File: config.mk
export PLATFORM = sky130hd
export DESIGN_NAME = joint_sine_trajectory_generator_top
export DESIGN_NICKNAME = d
export VERILOG_FILES = /design/src/jstg_pkg.sv /design/src/joint_sine_trajectory_generator_top.sv /design/src/jstg_amp.sv /design/src/jstg_cordic.sv /design/src/jstg_smul.sv
export SDC_FILE = /design/constraint.sdc
export NUM_CORES = 2
export LEC_CHECK = 0
export BUFFER_PORTS_ARGS = -buffer_cell sky130_fd_sc_hd__buf_2
export CORE_MARGIN = 2
export CORE_UTILIZATION = 45
export CTS_CLUSTER_DIAMETER = 40
export DETAILED_ROUTE_END_ITERATION = 6
export PLACE_DENSITY = 0.67
export SETUP_SLACK_MARGIN = 0.02
export SLEW_MARGIN = 0
export SYNTH_ARGS = -nofsm -noshare
export SYNTH_HDL_FRONTEND = slang
export SYNTH_SLANG_ARGS = --single-unit
File: constraint.sdc
create_clock -name clk_i -period 8.61 [get_ports clk_i]
set_input_delay 1.722 -clock clk_i [delete_from_list [all_inputs] [get_ports clk_i]]
set_output_delay 1.722 -clock clk_i [all_outputs]
set_load 0.02 [all_outputs]
File: src/jstg_pkg.sv
`default_nettype none

package jstg_pkg;

  // Field widths
  localparam int unsigned ANGLE_W  = 16;  // Q3.12 angles
  localparam int unsigned AMP_W    = 15;  // amplitude, unsigned Q3.12
  localparam int unsigned RATE_W   = 16;  // omega, unsigned Q4.12
  localparam int unsigned TURN_W   = 32;  // phase registers, full scale one turn
  localparam int unsigned TICK_W   = 32;
  localparam int unsigned VEL_W    = 16;  // velocity, Q7.8
  localparam int unsigned CFG_W    = 32;
  localparam int unsigned CFG_IDX_W = 3;

  // Defaults for top level parameters
  localparam int unsigned PHASE_BITS_DEF      = 32;
  localparam int unsigned SINE_ITERATIONS_DEF = 16;

  // Position saturation range before the limit clip
  localparam int unsigned POSITION_BITS = 16;
  localparam int unsigned RAW_W = 34;
  localparam logic signed [RAW_W-1:0] POS_MAX =
    RAW_W'((longint'(1) << (POSITION_BITS - 1)) - 1);
  localparam logic signed [RAW_W-1:0] POS_MIN = -POS_MAX - RAW_W'(1);

  // sin/cos results, Q1.30
  localparam int unsigned SC_W = 32;
  localparam longint CORDIC_GAIN = 64'd652032874;
  localparam longint ONE_Q30     = 64'd1073741824;
  localparam int unsigned ATAN_IDX_W = 5;

  // Register indexes
  localparam logic [CFG_IDX_W-1:0] CFG_CENTER   = 3'd0;
  localparam logic [CFG_IDX_W-1:0] CFG_LOWER    = 3'd1;
  localparam logic [CFG_IDX_W-1:0] CFG_UPPER    = 3'd2;
  localparam logic [CFG_IDX_W-1:0] CFG_PRESET   = 3'd3;
  localparam logic [CFG_IDX_W-1:0] CFG_STEP     = 3'd4;
  localparam logic [CFG_IDX_W-1:0] CFG_OFFSET   = 3'd5;
  localparam logic [CFG_IDX_W-1:0] CFG_RATE     = 3'd6;
  localparam logic [CFG_IDX_W-1:0] CFG_DURATION = 3'd7;

  // Register reset values
  localparam logic signed [ANGLE_W-1:0] CENTER_RST = 16'sd0;
  localparam logic signed [ANGLE_W-1:0] LOWER_RST  = -16'sd12868;
  localparam logic signed [ANGLE_W-1:0] UPPER_RST  = 16'sd12868;
  localparam logic [AMP_W-1:0]          PRESET_RST = 15'd1638;
  localparam logic [TURN_W-1:0]         STEP_RST   = 32'd3865471;
  localparam logic [TURN_W-1:0]         OFFSET_RST = 32'd0;
  localparam logic [RATE_W-1:0]         RATE_RST   = 16'd11581;
  localparam logic [TICK_W-1:0]         DURATION_RST = 32'd300000;

  // atan(2^-i) in turns, 2^32 = one turn
  function automatic logic [31:0] atan_turns(input logic [ATAN_IDX_W-1:0] idx);
    logic [31:0] v;
    case (idx)
      5'd0:  v = 32'd536870912;
      5'd1:  v = 32'd316933406;
      5'd2:  v = 32'd167458907;
      5'd3:  v = 32'd85004756;
      5'd4:  v = 32'd42667331;
      5'd5:  v = 32'd21354465;
      5'd6:  v = 32'd10680350;
      5'd7:  v = 32'd5340245;
      5'd8:  v = 32'd2670163;
      5'd9:  v = 32'd1335087;
      5'd10: v = 32'd667544;
      5'd11: v = 32'd333772;
      5'd12: v = 32'd166886;
      5'd13: v = 32'd83443;
      5'd14: v = 32'd41722;
      5'd15: v = 32'd20861;
      5'd16: v = 32'd10430;
      5'd17: v = 32'd5215;
      5'd18: v = 32'd2608;
      5'd19: v = 32'd1304;
      5'd20: v = 32'd652;
      5'd21: v = 32'd326;
      5'd22: v = 32'd163;
      5'd23: v = 32'd81;
      default: v = 32'd0;
    endcase
    return v;
  endfunction

endpackage

`default_nettype wire

File: src/joint_sine_trajectory_generator_top.sv
`default_nettype none

// Channel  | Handshake                 | Payload
// ---------+---------------------------+-----------------------------------------
// cfg      | cfg_we_i                  | cfg_index_i, cfg_data_i
// in       | in_valid_i / in_stall_o   | restart_i, stop_request_i
// out      | out_valid_o / out_stall_i | position_command_o, velocity_command_o,
//          |                           | at_limit_o, center_out_of_range_o, finished_o
//
// A running tick runs the CORDIC loop, then a 16-bit serial omega*cos multiply,
// then two 15-bit serial amplitude multiplies side by side; the divide-by-five
// starts with the CORDIC and the amplitude multiplies wait for it. A finished tick
// goes straight to the output state. One tick is in work at a time; the result
// register lets the next tick be taken while a result waits on out_stall_i.
// Reset is asynchronous, active low, and loads the register defaults.
module joint_sine_trajectory_generator_top #(
  parameter int unsigned PHASE_BITS      = jstg_pkg::PHASE_BITS_DEF,
  parameter int unsigned SINE_ITERATIONS = jstg_pkg::SINE_ITERATIONS_DEF
) (
  input  wire logic                                  clk_i,
  input  wire logic                                  rst_ni,
  input  wire logic                                  cfg_we_i,
  input  wire logic        [jstg_pkg::CFG_IDX_W-1:0] cfg_index_i,
  input  wire logic        [jstg_pkg::CFG_W-1:0]     cfg_data_i,
  input  wire logic                                  in_valid_i,
  output logic                                       in_stall_o,
  input  wire logic                                  restart_i,
  input  wire logic                                  stop_request_i,
  output logic                                       out_valid_o,
  input  wire logic                                  out_stall_i,
  output logic signed      [jstg_pkg::ANGLE_W-1:0]   position_command_o,
  output logic signed      [jstg_pkg::VEL_W-1:0]     velocity_command_o,
  output logic                                       at_limit_o,
  output logic                                       center_out_of_range_o,
  output logic                                       finished_o
);

  localparam int unsigned AW   = jstg_pkg::ANGLE_W;
  localparam int unsigned TW   = jstg_pkg::TURN_W;
  localparam int unsigned RW   = jstg_pkg::RAW_W;
  localparam int unsigned SCW  = jstg_pkg::SC_W;
  localparam int unsigned AMPW = jstg_pkg::AMP_W;
  localparam int unsigned RTW  = jstg_pkg::RATE_W;
  localparam int unsigned WW   = SCW + RTW;    // omega*cos
  localparam int unsigned PSW  = SCW + AMPW;   // amp*sin
  localparam int unsigned PVW  = WW + AMPW;    // amp*omega*cos

  localparam logic [2:0] S_IDLE = 3'd0;
  localparam logic [2:0] S_CORD = 3'd1;
  localparam logic [2:0] S_MULW = 3'd2;
  localparam logic [2:0] S_MULP = 3'd3;
  localparam logic [2:0] S_OUT  = 3'd4;

  // configuration registers
  logic signed [AW-1:0]   center_q, lower_q, upper_q;
  logic [AMPW-1:0]        preset_q;
  logic [TW-1:0]          step_q, offset_q;
  logic [RTW-1:0]         rate_q;
  logic [jstg_pkg::TICK_W-1:0] duration_q;

  always_ff @(posedge clk_i or negedge rst_ni) begin
    if (!rst_ni) begin
      center_q   <= jstg_pkg::CENTER_RST;
      lower_q    <= jstg_pkg::LOWER_RST;
      upper_q    <= jstg_pkg::UPPER_RST;
      preset_q   <= jstg_pkg::PRESET_RST;
      step_q     <= jstg_pkg::STEP_RST;
      offset_q   <= jstg_pkg::OFFSET_RST;
      rate_q     <= jstg_pkg::RATE_RST;
      duration_q <= jstg_pkg::DURATION_RST;
    end else if (cfg_we_i) begin
      case (cfg_index_i)
        jstg_pkg::CFG_CENTER:   center_q   <= cfg_data_i[AW-1:0];
        jstg_pkg::CFG_LOWER:    lower_q    <= cfg_data_i[AW-1:0];
        jstg_pkg::CFG_UPPER:    upper_q    <= cfg_data_i[AW-1:0];
        jstg_pkg::CFG_PRESET:   preset_q   <= cfg_data_i[AMPW-1:0];
        jstg_pkg::CFG_STEP:     step_q     <= cfg_data_i[TW-1:0];
        jstg_pkg::CFG_OFFSET:   offset_q   <= cfg_data_i[TW-1:0];
        jstg_pkg::CFG_RATE:     rate_q     <= cfg_data_i[RTW-1:0];
        jstg_pkg::CFG_DURATION: duration_q <= cfg_data_i[jstg_pkg::TICK_W-1:0];
        default: ;
      endcase
    end
  end

  // tick state and control
  logic [2:0]             state_q;
  logic [PHASE_BITS-1:0]  acc_q;
  logic [jstg_pkg::TICK_W-1:0] tick_q;
  logic                   done_q;
  logic                   fin_q;

  logic accept, done_now, go;
  logic [PHASE_BITS-1:0]  phase_eff, step_acc, offs_acc, phase_sum;
  logic [jstg_pkg::TICK_W-1:0] tick_eff;
  logic                   done_eff;
  logic [PHASE_BITS+TW-1:0] step_w, offs_w, theta_w;
  logic [TW-1:0]          theta;

  assign accept = in_valid_i && (state_q == S_IDLE);
  assign in_stall_o = (state_q != S_IDLE);

  // restart first, then the finish test; turns are aligned to the accumulator
  always_comb begin
    phase_eff = restart_i ? '0 : acc_q;
    tick_eff  = restart_i ? '0 : tick_q;
    done_eff  = restart_i ? 1'b0 : done_q;
    done_now  = done_eff || stop_request_i || (tick_eff >= duration_q);
    go        = accept && !done_now;
    step_w    = {step_q, {PHASE_BITS{1'b0}}};
    offs_w    = {offset_q, {PHASE_BITS{1'b0}}};
    step_acc  = step_w[PHASE_BITS+TW-1:TW];
    offs_acc  = offs_w[PHASE_BITS+TW-1:TW];
    phase_sum = phase_eff + offs_acc;
    theta_w   = {phase_sum, {TW{1'b0}}};
    theta     = theta_w[PHASE_BITS+TW-1:PHASE_BITS];
  end

  // arithmetic units
  logic amp_busy, cord_busy, mulw_busy, muls_busy, mulv_busy;
  logic mulw_go, mulp_go;
  logic [AMPW-1:0]        amp;
  logic signed [SCW-1:0]  sin_v, cos_v;
  logic signed [WW-1:0]   w_cos;
  logic signed [PSW-1:0]  p_sin;
  logic signed [PVW-1:0]  p_vel;

  assign mulw_go = (state_q == S_CORD) && !cord_busy;
  assign mulp_go = (state_q == S_MULW) && !mulw_busy && !amp_busy;

  jstg_amp u_amp (
    .clk_i    (clk_i),
    .rst_ni   (rst_ni),
    .start_i  (go),
    .center_i (center_q),
    .lower_i  (lower_q),
    .upper_i  (upper_q),
    .preset_i (preset_q),
    .busy_o   (amp_busy),
    .amp_o    (amp)
  );

  jstg_cordic #(.ITERS(SINE_ITERATIONS)) u_cordic (
    .clk_i   (clk_i),
    .rst_ni  (rst_ni),
    .start_i (go),
    .turns_i (theta),
    .busy_o  (cord_busy),
    .sin_o   (sin_v),
    .cos_o   (cos_v)
  );

  jstg_smul #(.A_W(SCW), .B_W(RTW)) u_mul_w (
    .clk_i   (clk_i),
    .rst_ni  (rst_ni),
    .start_i (mulw_go),
    .a_i     (cos_v),
    .b_i     (rate_q),
    .busy_o  (mulw_busy),
    .p_o     (w_cos)
  );

  jstg_smul #(.A_W(SCW), .B_W(AMPW)) u_mul_s (
    .clk_i   (clk_i),
    .rst_ni  (rst_ni),
    .start_i (mulp_go),
    .a_i     (sin_v),
    .b_i     (amp),
    .busy_o  (muls_busy),
    .p_o     (p_sin)
  );

  jstg_smul #(.A_W(WW), .B_W(AMPW)) u_mul_v (
    .clk_i   (clk_i),
    .rst_ni  (rst_ni),
    .start_i (mulp_go),
    .a_i     (w_cos),
    .b_i     (amp),
    .busy_o  (mulv_busy),
    .p_o     (p_vel)
  );

  // round half up, saturate
  logic signed [PSW:0]     ps_ext;
  logic signed [PSW-30:0]  rnd_s;
  logic signed [RW-1:0]    raw_full, raw_sat, raw_q;
  logic signed [PVW:0]     pv_ext;
  logic signed [PVW-46:0]  rnd_v;
  logic signed [jstg_pkg::VEL_W-1:0] vel_sat, vel_q;

  always_comb begin
    ps_ext   = {p_sin[PSW-1], p_sin} + (PSW+1)'(64'd536870912);
    rnd_s    = ps_ext[PSW:30];
    raw_full = {{(RW-AW){center_q[AW-1]}}, center_q}
             + {{(RW-(PSW-29)){rnd_s[PSW-30]}}, rnd_s};
    raw_sat  = (raw_full > jstg_pkg::POS_MAX) ? jstg_pkg::POS_MAX :
               ((raw_full < jstg_pkg::POS_MIN) ? jstg_pkg::POS_MIN : raw_full);
    pv_ext   = {p_vel[PVW-1], p_vel} + (PVW+1)'(64'd35184372088832);
    rnd_v    = pv_ext[PVW:46];
    if (rnd_v > (PVW-45)'(32767)) begin
      vel_sat = 16'sh7FFF;
    end else if (rnd_v < -(PVW-45)'(32768)) begin
      vel_sat = 16'sh8000;
    end else begin
      vel_sat = rnd_v[jstg_pkg::VEL_W-1:0];
    end
  end

  // limit clip on the rounded position
  logic signed [RW-1:0] lo_ext, hi_ext, pos_up, pos_cl;
  logic                 lim, center_oor, slot_free, load;

  always_comb begin
    lo_ext     = {{(RW-AW){lower_q[AW-1]}}, lower_q};
    hi_ext     = {{(RW-AW){upper_q[AW-1]}}, upper_q};
    pos_up     = (raw_q < hi_ext) ? raw_q : hi_ext;
    pos_cl     = (pos_up < lo_ext) ? lo_ext : pos_up;
    lim        = (pos_cl <= lo_ext) || (pos_cl >= hi_ext);
    center_oor = (center_q < lower_q) || (center_q > upper_q);
    slot_free  = !out_valid_o || !out_stall_i;
    load       = (state_q == S_OUT) && slot_free;
  end

  // sequencer and tick state
  always_ff @(posedge clk_i or negedge rst_ni) begin
    if (!rst_ni) begin
      state_q <= S_IDLE;
      acc_q   <= '0;
      tick_q  <= '0;
      done_q  <= 1'b0;
      fin_q   <= 1'b0;
    end else begin
      case (state_q)
        S_IDLE: begin
          if (accept) begin
            done_q <= done_now;
            fin_q  <= done_now;
            if (done_now) begin
              acc_q   <= phase_eff;
              tick_q  <= tick_eff;
              state_q <= S_OUT;
            end else begin
              acc_q   <= phase_eff + step_acc;
              tick_q  <= tick_eff + jstg_pkg::TICK_W'(1);
              state_q <= S_CORD;
            end
          end
        end
        S_CORD: if (mulw_go) state_q <= S_MULW;
        S_MULW: if (mulp_go) state_q <= S_MULP;
        S_MULP: if (!muls_busy && !mulv_busy) state_q <= S_OUT;
        S_OUT:  if (slot_free) state_q <= S_IDLE;
        default: state_q <= S_IDLE;
      endcase
    end
  end

  always_ff @(posedge clk_i) begin
    if ((state_q == S_MULP) && !muls_busy && !mulv_busy) begin
      raw_q <= raw_sat;
      vel_q <= vel_sat;
    end
  end

  // result register
  always_ff @(posedge clk_i or negedge rst_ni) begin
    if (!rst_ni) begin
      out_valid_o <= 1'b0;
    end else if (load) begin
      out_valid_o <= 1'b1;
    end else if (!out_stall_i) begin
      out_valid_o <= 1'b0;
    end
  end

  always_ff @(posedge clk_i) begin
    if (load) begin
      center_out_of_range_o <= center_oor;
      finished_o            <= fin_q;
      if (fin_q) begin
        position_command_o <= center_q;
        velocity_command_o <= '0;
        at_limit_o         <= 1'b0;
      end else begin
        position_command_o <= pos_cl[AW-1:0];
        velocity_command_o <= lim ? '0 : vel_q;
        at_limit_o         <= lim;
      end
    end
  end

  // checks
  a_idle_quiet: assert property (@(posedge clk_i) disable iff (!rst_ni)
    (state_q == S_IDLE) |-> !(amp_busy || cord_busy || mulw_busy || muls_busy || mulv_busy))
    else $error("arithmetic unit busy while idle");

  a_go_starts: assert property (@(posedge clk_i) disable iff (!rst_ni)
    go |=> (state_q == S_CORD) && cord_busy && amp_busy)
    else $error("running tick did not start the CORDIC and divider");

  a_limit_stops: assert property (@(posedge clk_i) disable iff (!rst_ni)
    out_valid_o && at_limit_o |-> (velocity_command_o == '0))
    else $error("nonzero velocity at a limit");

  a_finished_hold: assert property (@(posedge clk_i) disable iff (!rst_ni)
    out_valid_o && finished_o |-> (velocity_command_o == '0) && !at_limit_o)
    else $error("finished result carries motion");

endmodule

`default_nettype wire

File: src/jstg_amp.sv
`default_nettype none

// Safe amplitude: min(preset, floor(4*d/5)) with d the nearer limit distance,
// zero when d <= 0. Restoring division by five, one quotient bit per cycle.
module jstg_amp (
  input  wire logic                                 clk_i,
  input  wire logic                                 rst_ni,
  input  wire logic                                 start_i,
  input  wire logic signed [jstg_pkg::ANGLE_W-1:0]  center_i,
  input  wire logic signed [jstg_pkg::ANGLE_W-1:0]  lower_i,
  input  wire logic signed [jstg_pkg::ANGLE_W-1:0]  upper_i,
  input  wire logic        [jstg_pkg::AMP_W-1:0]    preset_i,
  output logic                                      busy_o,
  output logic             [jstg_pkg::AMP_W-1:0]    amp_o
);

  localparam int unsigned AW    = jstg_pkg::ANGLE_W;
  localparam int unsigned DW    = AW + 2;            // dividend 4*d
  localparam int unsigned CNT_W = $clog2(DW + 1);
  localparam logic [3:0]  DIVISOR = 4'd5;

  logic [CNT_W-1:0] cnt_q, cnt_d;
  logic [2:0]       rem_q, rem_d;
  logic [DW-1:0]    num_q, num_d;

  logic signed [AW:0] dist_hi, dist_lo, dist_min;
  logic [3:0]         trial;
  logic               fits;

  // nearer distance at start
  always_comb begin
    dist_hi  = {upper_i[AW-1], upper_i} - {center_i[AW-1], center_i};
    dist_lo  = {center_i[AW-1], center_i} - {lower_i[AW-1], lower_i};
    dist_min = (dist_lo < dist_hi) ? dist_lo : dist_hi;
  end

  // one quotient bit: dividend shifts out on top, quotient shifts in below
  always_comb begin
    trial = {rem_q, num_q[DW-1]};
    fits  = (trial >= DIVISOR);
    rem_d = fits ? 3'(trial - DIVISOR) : trial[2:0];
    num_d = {num_q[DW-2:0], fits};
    cnt_d = cnt_q - CNT_W'(1);
  end

  always_ff @(posedge clk_i or negedge rst_ni) begin
    if (!rst_ni) begin
      cnt_q <= '0;
    end else if (start_i) begin
      cnt_q <= CNT_W'(DW);
    end else if (busy_o) begin
      cnt_q <= cnt_d;
    end
  end

  always_ff @(posedge clk_i) begin
    if (start_i) begin
      rem_q <= '0;
      num_q <= (dist_min > 0) ? {dist_min[AW-1:0], 2'b00} : '0;
    end else if (busy_o) begin
      rem_q <= rem_d;
      num_q <= num_d;
    end
  end

  assign busy_o = (cnt_q != '0);
  assign amp_o  = (num_q > DW'(preset_i)) ? preset_i : num_q[jstg_pkg::AMP_W-1:0];

endmodule

`default_nettype wire

File: src/jstg_cordic.sv
`default_nettype none

// Iterative rotation CORDIC, one micro-rotation per cycle over the
// quadrant residue, gain preloaded, results clamped to +-1.0 (Q1.30).
module jstg_cordic #(
  parameter int unsigned ITERS = jstg_pkg::SINE_ITERATIONS_DEF
) (
  input  wire logic                               clk_i,
  input  wire logic                               rst_ni,
  input  wire logic                               start_i,
  input  wire logic        [jstg_pkg::TURN_W-1:0] turns_i,
  output logic                                    busy_o,
  output logic signed      [jstg_pkg::SC_W-1:0]   sin_o,
  output logic signed      [jstg_pkg::SC_W-1:0]   cos_o
);

  localparam int unsigned XW = jstg_pkg::SC_W + 2;
  localparam int unsigned ZW = jstg_pkg::TURN_W + 1;
  localparam int unsigned IW = jstg_pkg::ATAN_IDX_W;
  localparam logic signed [XW-1:0] ONE  = XW'(jstg_pkg::ONE_Q30);
  localparam logic signed [XW-1:0] GAIN = XW'(jstg_pkg::CORDIC_GAIN);
  localparam logic [IW-1:0] LAST = IW'(ITERS - 1);
  localparam logic [1:0] QUAD_0 = 2'd0;
  localparam logic [1:0] QUAD_1 = 2'd1;
  localparam logic [1:0] QUAD_2 = 2'd2;

  logic              busy_q;
  logic [IW-1:0]     idx_q;
  logic signed [XW-1:0] x_q, y_q, x_d, y_d;
  logic signed [ZW-1:0] z_q, z_d;
  logic [1:0]        quad_q;

  logic signed [XW-1:0] x_sh, y_sh, x_cl, y_cl;
  logic signed [ZW-1:0] ang;
  logic signed [jstg_pkg::SC_W-1:0] xs, ys;

  // micro-rotation
  always_comb begin
    x_sh = x_q >>> idx_q;
    y_sh = y_q >>> idx_q;
    ang  = ZW'(jstg_pkg::atan_turns(idx_q));
    if (!z_q[ZW-1]) begin
      x_d = x_q - y_sh;
      y_d = y_q + x_sh;
      z_d = z_q - ang;
    end else begin
      x_d = x_q + y_sh;
      y_d = y_q - x_sh;
      z_d = z_q + ang;
    end
  end

  always_ff @(posedge clk_i or negedge rst_ni) begin
    if (!rst_ni) begin
      busy_q <= 1'b0;
      idx_q  <= '0;
    end else if (start_i) begin
      busy_q <= 1'b1;
      idx_q  <= '0;
    end else if (busy_q) begin
      busy_q <= (idx_q != LAST);
      idx_q  <= idx_q + IW'(1);
    end
  end

  always_ff @(posedge clk_i) begin
    if (start_i) begin
      x_q    <= GAIN;
      y_q    <= '0;
      z_q    <= ZW'(turns_i[jstg_pkg::TURN_W-3:0]);
      quad_q <= turns_i[jstg_pkg::TURN_W-1:jstg_pkg::TURN_W-2];
    end else if (busy_q) begin
      x_q <= x_d;
      y_q <= y_d;
      z_q <= z_d;
    end
  end

  // clamp and fold back into the full turn
  always_comb begin
    x_cl = (x_q > ONE) ? ONE : ((x_q < -ONE) ? -ONE : x_q);
    y_cl = (y_q > ONE) ? ONE : ((y_q < -ONE) ? -ONE : y_q);
    xs   = x_cl[jstg_pkg::SC_W-1:0];
    ys   = y_cl[jstg_pkg::SC_W-1:0];
    case (quad_q)
      QUAD_0:  begin sin_o = ys;  cos_o = xs;  end
      QUAD_1:  begin sin_o = xs;  cos_o = -ys; end
      QUAD_2:  begin sin_o = -ys; cos_o = -xs; end
      default: begin sin_o = -xs; cos_o = ys;  end
    endcase
  end

  assign busy_o = busy_q;

endmodule

`default_nettype wire

File: src/jstg_smul.sv
`default_nettype none

// Bit-serial shift-add multiplier: signed a times unsigned b,
// one bit of b per cycle, LSB first.
module jstg_smul #(
  parameter int unsigned A_W = 32,
  parameter int unsigned B_W = 16
) (
  input  wire logic                    clk_i,
  input  wire logic                    rst_ni,
  input  wire logic                    start_i,
  input  wire logic signed [A_W-1:0]   a_i,
  input  wire logic        [B_W-1:0]   b_i,
  output logic                         busy_o,
  output logic signed [A_W+B_W-1:0]    p_o
);

  localparam int unsigned CNT_W = $clog2(B_W + 1);

  logic [CNT_W-1:0]     cnt_q;
  logic signed [A_W-1:0] a_q;
  logic signed [A_W:0]  hi_q, sum;
  logic [B_W-1:0]       lo_q;

  // add partial product, then shift the pair right one place
  always_comb begin
    sum = hi_q + (lo_q[0] ? {a_q[A_W-1], a_q} : '0);
  end

  always_ff @(posedge clk_i or negedge rst_ni) begin
    if (!rst_ni) begin
      cnt_q <= '0;
    end else if (start_i) begin
      cnt_q <= CNT_W'(B_W);
    end else if (busy_o) begin
      cnt_q <= cnt_q - CNT_W'(1);
    end
  end

  always_ff @(posedge clk_i) begin
    if (start_i) begin
      a_q  <= a_i;
      hi_q <= '0;
      lo_q <= b_i;
    end else if (busy_o) begin
      hi_q <= sum >>> 1;
      lo_q <= {sum[0], lo_q[B_W-1:1]};
    end
  end

  assign busy_o = (cnt_q != '0);
  assign p_o    = {hi_q[A_W-1:0], lo_q};

endmodule

`default_nettype wire

[Yosys cells after proc, flatten, opt, wreduce, memory -nomap -nowiden]
Memory sizes are Yosys's and may differ from the RTL's.
Cells that the tools add are included.
Cells by class
  add/subtract/negate cells: 25
  order comparisons: 19
  equal/unequal tests: 20
  shift operators: 2
  multiplexer cells: 57
  reduce and logical (&&, ||, !) cells: 46
Operator list (count)
  2-to-1 mux 32 bit: 8
  case mux 32 bit (3 select lines): 2
  2-to-1 mux 34 bit: 5
  adder 33 bit: 3
  2-to-1 mux 33 bit: 3
  2-to-1 mux 15 bit: 5
  adder 34 bit: 2
  greater-than comparator 34 x 32 -> 1 bit, second input constant: 2
  less-than comparator 34 x 16 -> 1 bit: 2
  less-than comparator 34 x 31 -> 1 bit, second input constant: 2
  >>> shifter 34 x 5 -> 34 bit: 2
  subtractor 34 bit: 2
  adder 32 bit: 2
  adder 63 x 47 -> 64 bit, second input constant: 1
  2-to-1 mux 16 bit: 4
  negation 32 bit: 2
  2-to-1 mux 30 bit: 2
  2-to-1 mux 18 bit: 3
  adder 49 bit: 1
  2-to-1 mux 49 bit: 1
  adder 47 x 31 -> 48 bit, second input constant: 1
  >= comparator 34 x 16 -> 1 bit: 1
  less-or-equal comparator 34 x 16 -> 1 bit: 1
  subtractor 16 x 16 -> 17 bit: 2
  other kinds (44): 110
Storage, ports and cells
  register bits: 747
  ROM bits: 960
  input port bits: 42
  output and inout bits: 37
  word-level logic and storage cells: 212
  memories: 1
Memory list
  (no name shown): depth 32, width 30, read ports 1, clocked after memory_dff 0, write ports 0, RTL line jstg_pkg.sv:55  | case (idx)

[Depth between registers and ports, before layout]
  depth in word-level cells: 7
  mapped depth: 38
  gate-level depth less buffers: 36

[By module]
Synthesis repeated with hierarchy kept, for this count alone.
Unflattened totals
  cell total of the unflattened synthesis: 6799
  area, all modules: 61138.6 um^2
By module, submodules not included
  joint_sine_trajectory_generator_top: instances 1, cells an instance 2008, area each 20578.5 um^2, sequential area each 8277.9 um^2
  jstg_cordic: instances 1, cells an instance 2598, area each 19860.3 um^2, sequential area each 2532.4 um^2
  jstg_smul (u_mul_v): instances 1, cells an instance 696, area each 6740.2 um^2, sequential area each 2952.8 um^2
  jstg_smul (u_mul_w): instances 1, cells an instance 515, area each 5087.4 um^2, sequential area each 2207.1 um^2
  jstg_smul (u_mul_s): instances 1, cells an instance 503, area each 4892.2 um^2, sequential area each 2152.1 um^2
  jstg_amp: instances 1, cells an instance 479, area each 3980.1 um^2, sequential area each 725.7 um^2

[Worst setup path before layout]
OpenSTA, ideal clock, no wires.
  path kind: register to register
  from: register upper_q[6]
  to: register velocity_command_o[10] (netlist bit), data pin
  setup time: 0.131 ns
  arrival time: 8.000 ns
  data required time: 8.479 ns
  setup slack: 0.479 ns
  cell stages (with the launch flop): 37
  path buffers: 3
  period minus slack after synthesis: 8.131 ns
  cell sequence: dfstp_2 > inv_1 > ha_1 > a21o_1 > a2111oi_0 > o21ai_0 > a221oi_1 > o211ai_1 > o21ai_1 > clkbuf_1 > mux2_2 > ha_1 > a21o_1 > a21o_1 > a21oi_1 > nor2b_1 > o21ai_0 > nand2b_1 > a21oi_1 > a2bb2oi_1 > nand3b_1 > o21ai_1 > clkbuf_1 > mux2_2 > ha_1 > a21o_1 > a21o_1 > a211oi_1 > o21ai_0 > a21oi_1 > o21ai_0 > a2111o_1 > a21oi_1 > o21ai_0 > nor2_1 > clkbuf_1 > and2_1
Between the ends
  longest elaborated chain between the ends: 7
  elaborated cells between the ends (all ways): 8
  those cells by class: order compare (4); mux (2); reduce/logical (2)
RTL lines
  from (decl): RTL line joint_sine_trajectory_generator_top.sv:55  | logic signed [AW-1:0] center_q, lower_q, upper_q;
  from (signal assigned): RTL line joint_sine_trajectory_generator_top.sv:65  | upper_q <= jstg_pkg::UPPER_RST;
  from (signal assigned): RTL line joint_sine_trajectory_generator_top.sv:75  | jstg_pkg::CFG_UPPER: upper_q <= cfg_data_i[AW-1:0];
  less-than comparator 34 x 16 -> 1 bit: RTL line joint_sine_trajectory_generator_top.sv:216  | pos_up = (raw_q < hi_ext) ? raw_q : hi_ext;
  2-to-1 mux 34 bit: RTL line joint_sine_trajectory_generator_top.sv:216
  less-than comparator 34 x 16 -> 1 bit: RTL line joint_sine_trajectory_generator_top.sv:217  | pos_cl = (pos_up < lo_ext) ? lo_ext : pos_up;
  2-to-1 mux 34 bit: RTL line joint_sine_trajectory_generator_top.sv:217
  less-or-equal comparator 34 x 16 -> 1 bit / >= comparator 34 x 16 -> 1 bit (equally long branches): RTL line joint_sine_trajectory_generator_top.sv:218  | lim = (pos_cl <= lo_ext) || (pos_cl >= hi_ext);
  logical OR 1 bit *: RTL line joint_sine_trajectory_generator_top.sv:218
  OR reduction 2 bit (no source line) *
  to (signal assigned): RTL line joint_sine_trajectory_generator_top.sv:286  | velocity_command_o <= lim ? '0 : vel_q;
  to (decl): RTL line joint_sine_trajectory_generator_top.sv:32  | output logic signed [jstg_pkg::VEL_W-1:0] velocity_command_o,
Mark *: on every way between the ends. The rest lies on a longest branch, timed or not.
A chain may end at the register's enable or synchronous reset.

[Final worst setup path]
  from: register upper_q[1]
  to: register velocity_command_o[13] (netlist bit), data pin
The elaborated chain is that of the path after synthesis.

==> metrics <==
Routed WL 172 mm; GRT Total Usage 25.5%; Max Transition Viols Final 0; clk sinks 732; CP arrival 8700 ps; Worst Tran Pin Value 1200 ps; EDFF count, synth 278; Starting Density 45.4%; Crit. End Element flip-flop; largest net degree at the start of global routing 139; max cap viols 0; final hold violation count 0; Total Die Area 133000 um2; DIE HEIGHT 365 um; Die Wd 365 um; row cnt 132; Distinct cells, synth 100; skew final 28.1 ps; RSZ-0062 raised after global routing no; WS Path Type flip-flop to flip-flop; CP peak stage delay 450 ps; Rel. slew slack 20.3%; Post-Syn Instances 6622; post-synthesis sequential area ratio 32.1%; Synth async-reset ratio 36.6%; Top-Level Pins 79; TritonCTS clock tree built; CTS buffer count 133; Slowest-stage cell, CP dfrtp_1; Longest Clk Path Bufs 3; routed len/inst 20.4 um; area of the core 129000 um2; Syn Area/Cell 8.87 um2; cell mode on critical path a21o_1; DRC 0; fmax 124 MHz; layout cells sized above 1 12.9%; first-pass GRT wire length 270 mm; startpoint types flip-flop; yosys warns 0; Post-Syn Nets 7160; status complete, no violations; initial antenna violation count 8; area delta synth->final 11.0%; hold crit path type flip-flop to flip-flop; Buffers on Ports 78; crit-path max FO 16; NumNets Final 7091; GRT overflow 0; Clk Latency, worst-skew pair 770 ps; vias in the first global route 47900; predominant post-synthesis flop cell edfxtp_1; Setup Viol. Count Final 0; Critical Path RT 9250 ps; H-tree depth reported by CTS 4; register bit count reported by yosys 732; Reg clk slew, reported paths 60 ps; Vias/cell 5.98; clock root buffer clkbuf_16; filler instances 12100; Fin Setup TNS 0 ps; Initial DRC Count 4715; post-detail-place hpwl 125 mm; mapped cell area 58700 um2; via count 50200; antenna viol nets, final 0; GP Congestion 0.977; 1st-pass router iterations 6; final clock period utilization by the worst path 93.7%; post-CTS setup buffers 0; Tmin final 8060 ps
[sequential cells by signal, indices dropped and copies added (netlist names), 18 cells and up]
| name | flops |
|---|---|
| raw_q | 19 |
| u_cordic.z_q | 33 |
| u_mul_v.hi_q | 48 |
| tick_q | 32 |
| u_mul_w.a_q | 32 |
| u_mul_s.hi_q | 32 |
| step_acc | 32 |
| u_cordic.y_q | 34 |
| u_mul_w.hi_q | 32 |
| u_amp.num_q | 18 |
| duration_q | 32 |
| offs_acc | 32 |
| u_cordic.x_q | 34 |
| u_mul_s.a_q | 32 |
| u_mul_v.a_q | 48 |
| acc_q | 32 |
[layer usage]
| metal | share of wire [%] | vias to the layer above | track usage (%) |
|---|---|---|---|
| li1 | - | 24000 | - |
| met1 | 44 | 24100 | 34.8 |
| met2 | 44 | 1821 | 39.8 |
| met3 | 8.1 | 365 | 5.03 |
| met4 | 3.5 | 4 | 9.43 |
| met5 | 0.012 | - | 0 |
[cell type report]
class	instances	area, um2	share of cell area, %
Timing Repair Buffer	158	1050	1.61
Tap cell	1742	2180	3.34
Sequential cell	732	18900	28.9
Antenna cell	1	2.50	0.00384
Inverter	270	1020	1.57
Clock buffer	158	3620	5.55
Clock inverter	88	982	1.51
Multi-Input combinational cell	5258	37500	57.5
[cell usage after synthesis (65+ instances only)]
cell type	n	area share (%)
nand2_1	661	4.2
a21oi_1	532	4.5
nor2_1	510	3.3
ha_1	485	10
o21ai_0	439	3.7
edfxtp_1	278	14
clkbuf_1	277	1.8
inv_1	265	1.7
xnor2_1	259	3.9
mux2_2	215	4.1
dfrtp_1	212	9.0
a21o_1	189	2.4
dfxtp_1	186	6.3
and2_1	170	1.8
nand3_1	159	1.4
xor2_1	156	2.3
mux2i_1	135	2.3
nor2b_1	124	1.3
nor3_1	117	1.0
mux4_2	107	4.1
and3_1	81	0.86
a211oi_1	78	1.0
a31oi_1	78	0.83
nand2b_1	65	0.69
[through the flow]
step                cells  instance area, um2  hold slack, ps  util, %  setup slack, ps
floorplan            6622               58700             422        -              479
global placement     8160               60600             437     46.8              380
detailed placement   8160               60600             437     46.8              310
CTS                  8406               65200             451     50.3              273
global route         8406               65200             469     50.4              110
finish               8407               65200             450     50.4              546
[cell usage in the layout (no fill, tap or decap), types with 107 or more instances in the layout]
cell,count
inv_1,263
nand3_1,159
mux2_2,215
clkbuf_16,138
nor2_1,508
a21o_1,189
xor2_1,156
dfxtp_1,185
edfxtp_1,278
a21oi_1,530
dfrtp_1,206
xnor2_1,259
ha_1,485
and2_1,169
nor3_1,114
nor2b_1,124
o21ai_0,438
nand2_1,661
mux2i_1,135
mux4_2,107
[path summary, 6_finish.rpt]
path	endpoint	slack, ps	start	cells past startpoint
setup reg to reg	velocity_command_o[13]$_SDFFCE_PP0P_	550	upper_q[1]$_DFFE_PN0P_	37
hold reg to reg	u_mul_v.a_q[9]$_DFFE_PP_	450	u_mul_w.lo_q[9]$_DFFE_PP_	0
min in group asynchronous	duration_q[26]$_DFFE_PN0P_	960	rst_ni	1
hold / removal	u_mul_v.a_q[9]$_DFFE_PP_	450	u_mul_w.lo_q[9]$_DFFE_PP_	0
max in group asynchronous	u_mul_s.cnt_q[1]$_DFFE_PN0P_	6300	rst_ni	2
setup / recovery	velocity_command_o[13]$_SDFFCE_PP0P_	550	upper_q[1]$_DFFE_PN0P_	37
[kinds of logic (layout without fill, tap and decap cells)]
family,Yosys count,after routing,synth area share [%]
AO/OA/AOI/OAI,1793,1793,19.1
buffers and inverters,632,674,4.24
XOR/XNOR,415,415,6.19
other,0,1,0
AND/OR/NAND/NOR,2094,2094,17.0
flip-flops,732,732,32.1
multiplexers,460,460,10.6
adder cells (fa/ha/maj),496,496,10.7
[critical path, delay by kind of cell (launching register included)]
| kind | cells | cell delay, ps |
|---|---|---|
| AO/OA/AOI/OAI | 24 | 4670 |
| adder cells (fa/ha/maj) | 3 | 910 |
| buffers and inverters | 3 | 480 |
| flip-flops | 1 | 450 |
| multiplexers | 2 | 810 |
| AND/OR/NAND/NOR | 5 | 590 |
[what timing repair did]
item | 4_1_cts | 5_1_grt
hold buffers | 0 | 0
endpoints found under the setup margin | 0 | 17
gates resized for setup | 0 | 4
Power is left out: the tool's default activity adds up to more than one toggle a clock period on the data nets, which glitch-free logic cannot reach.
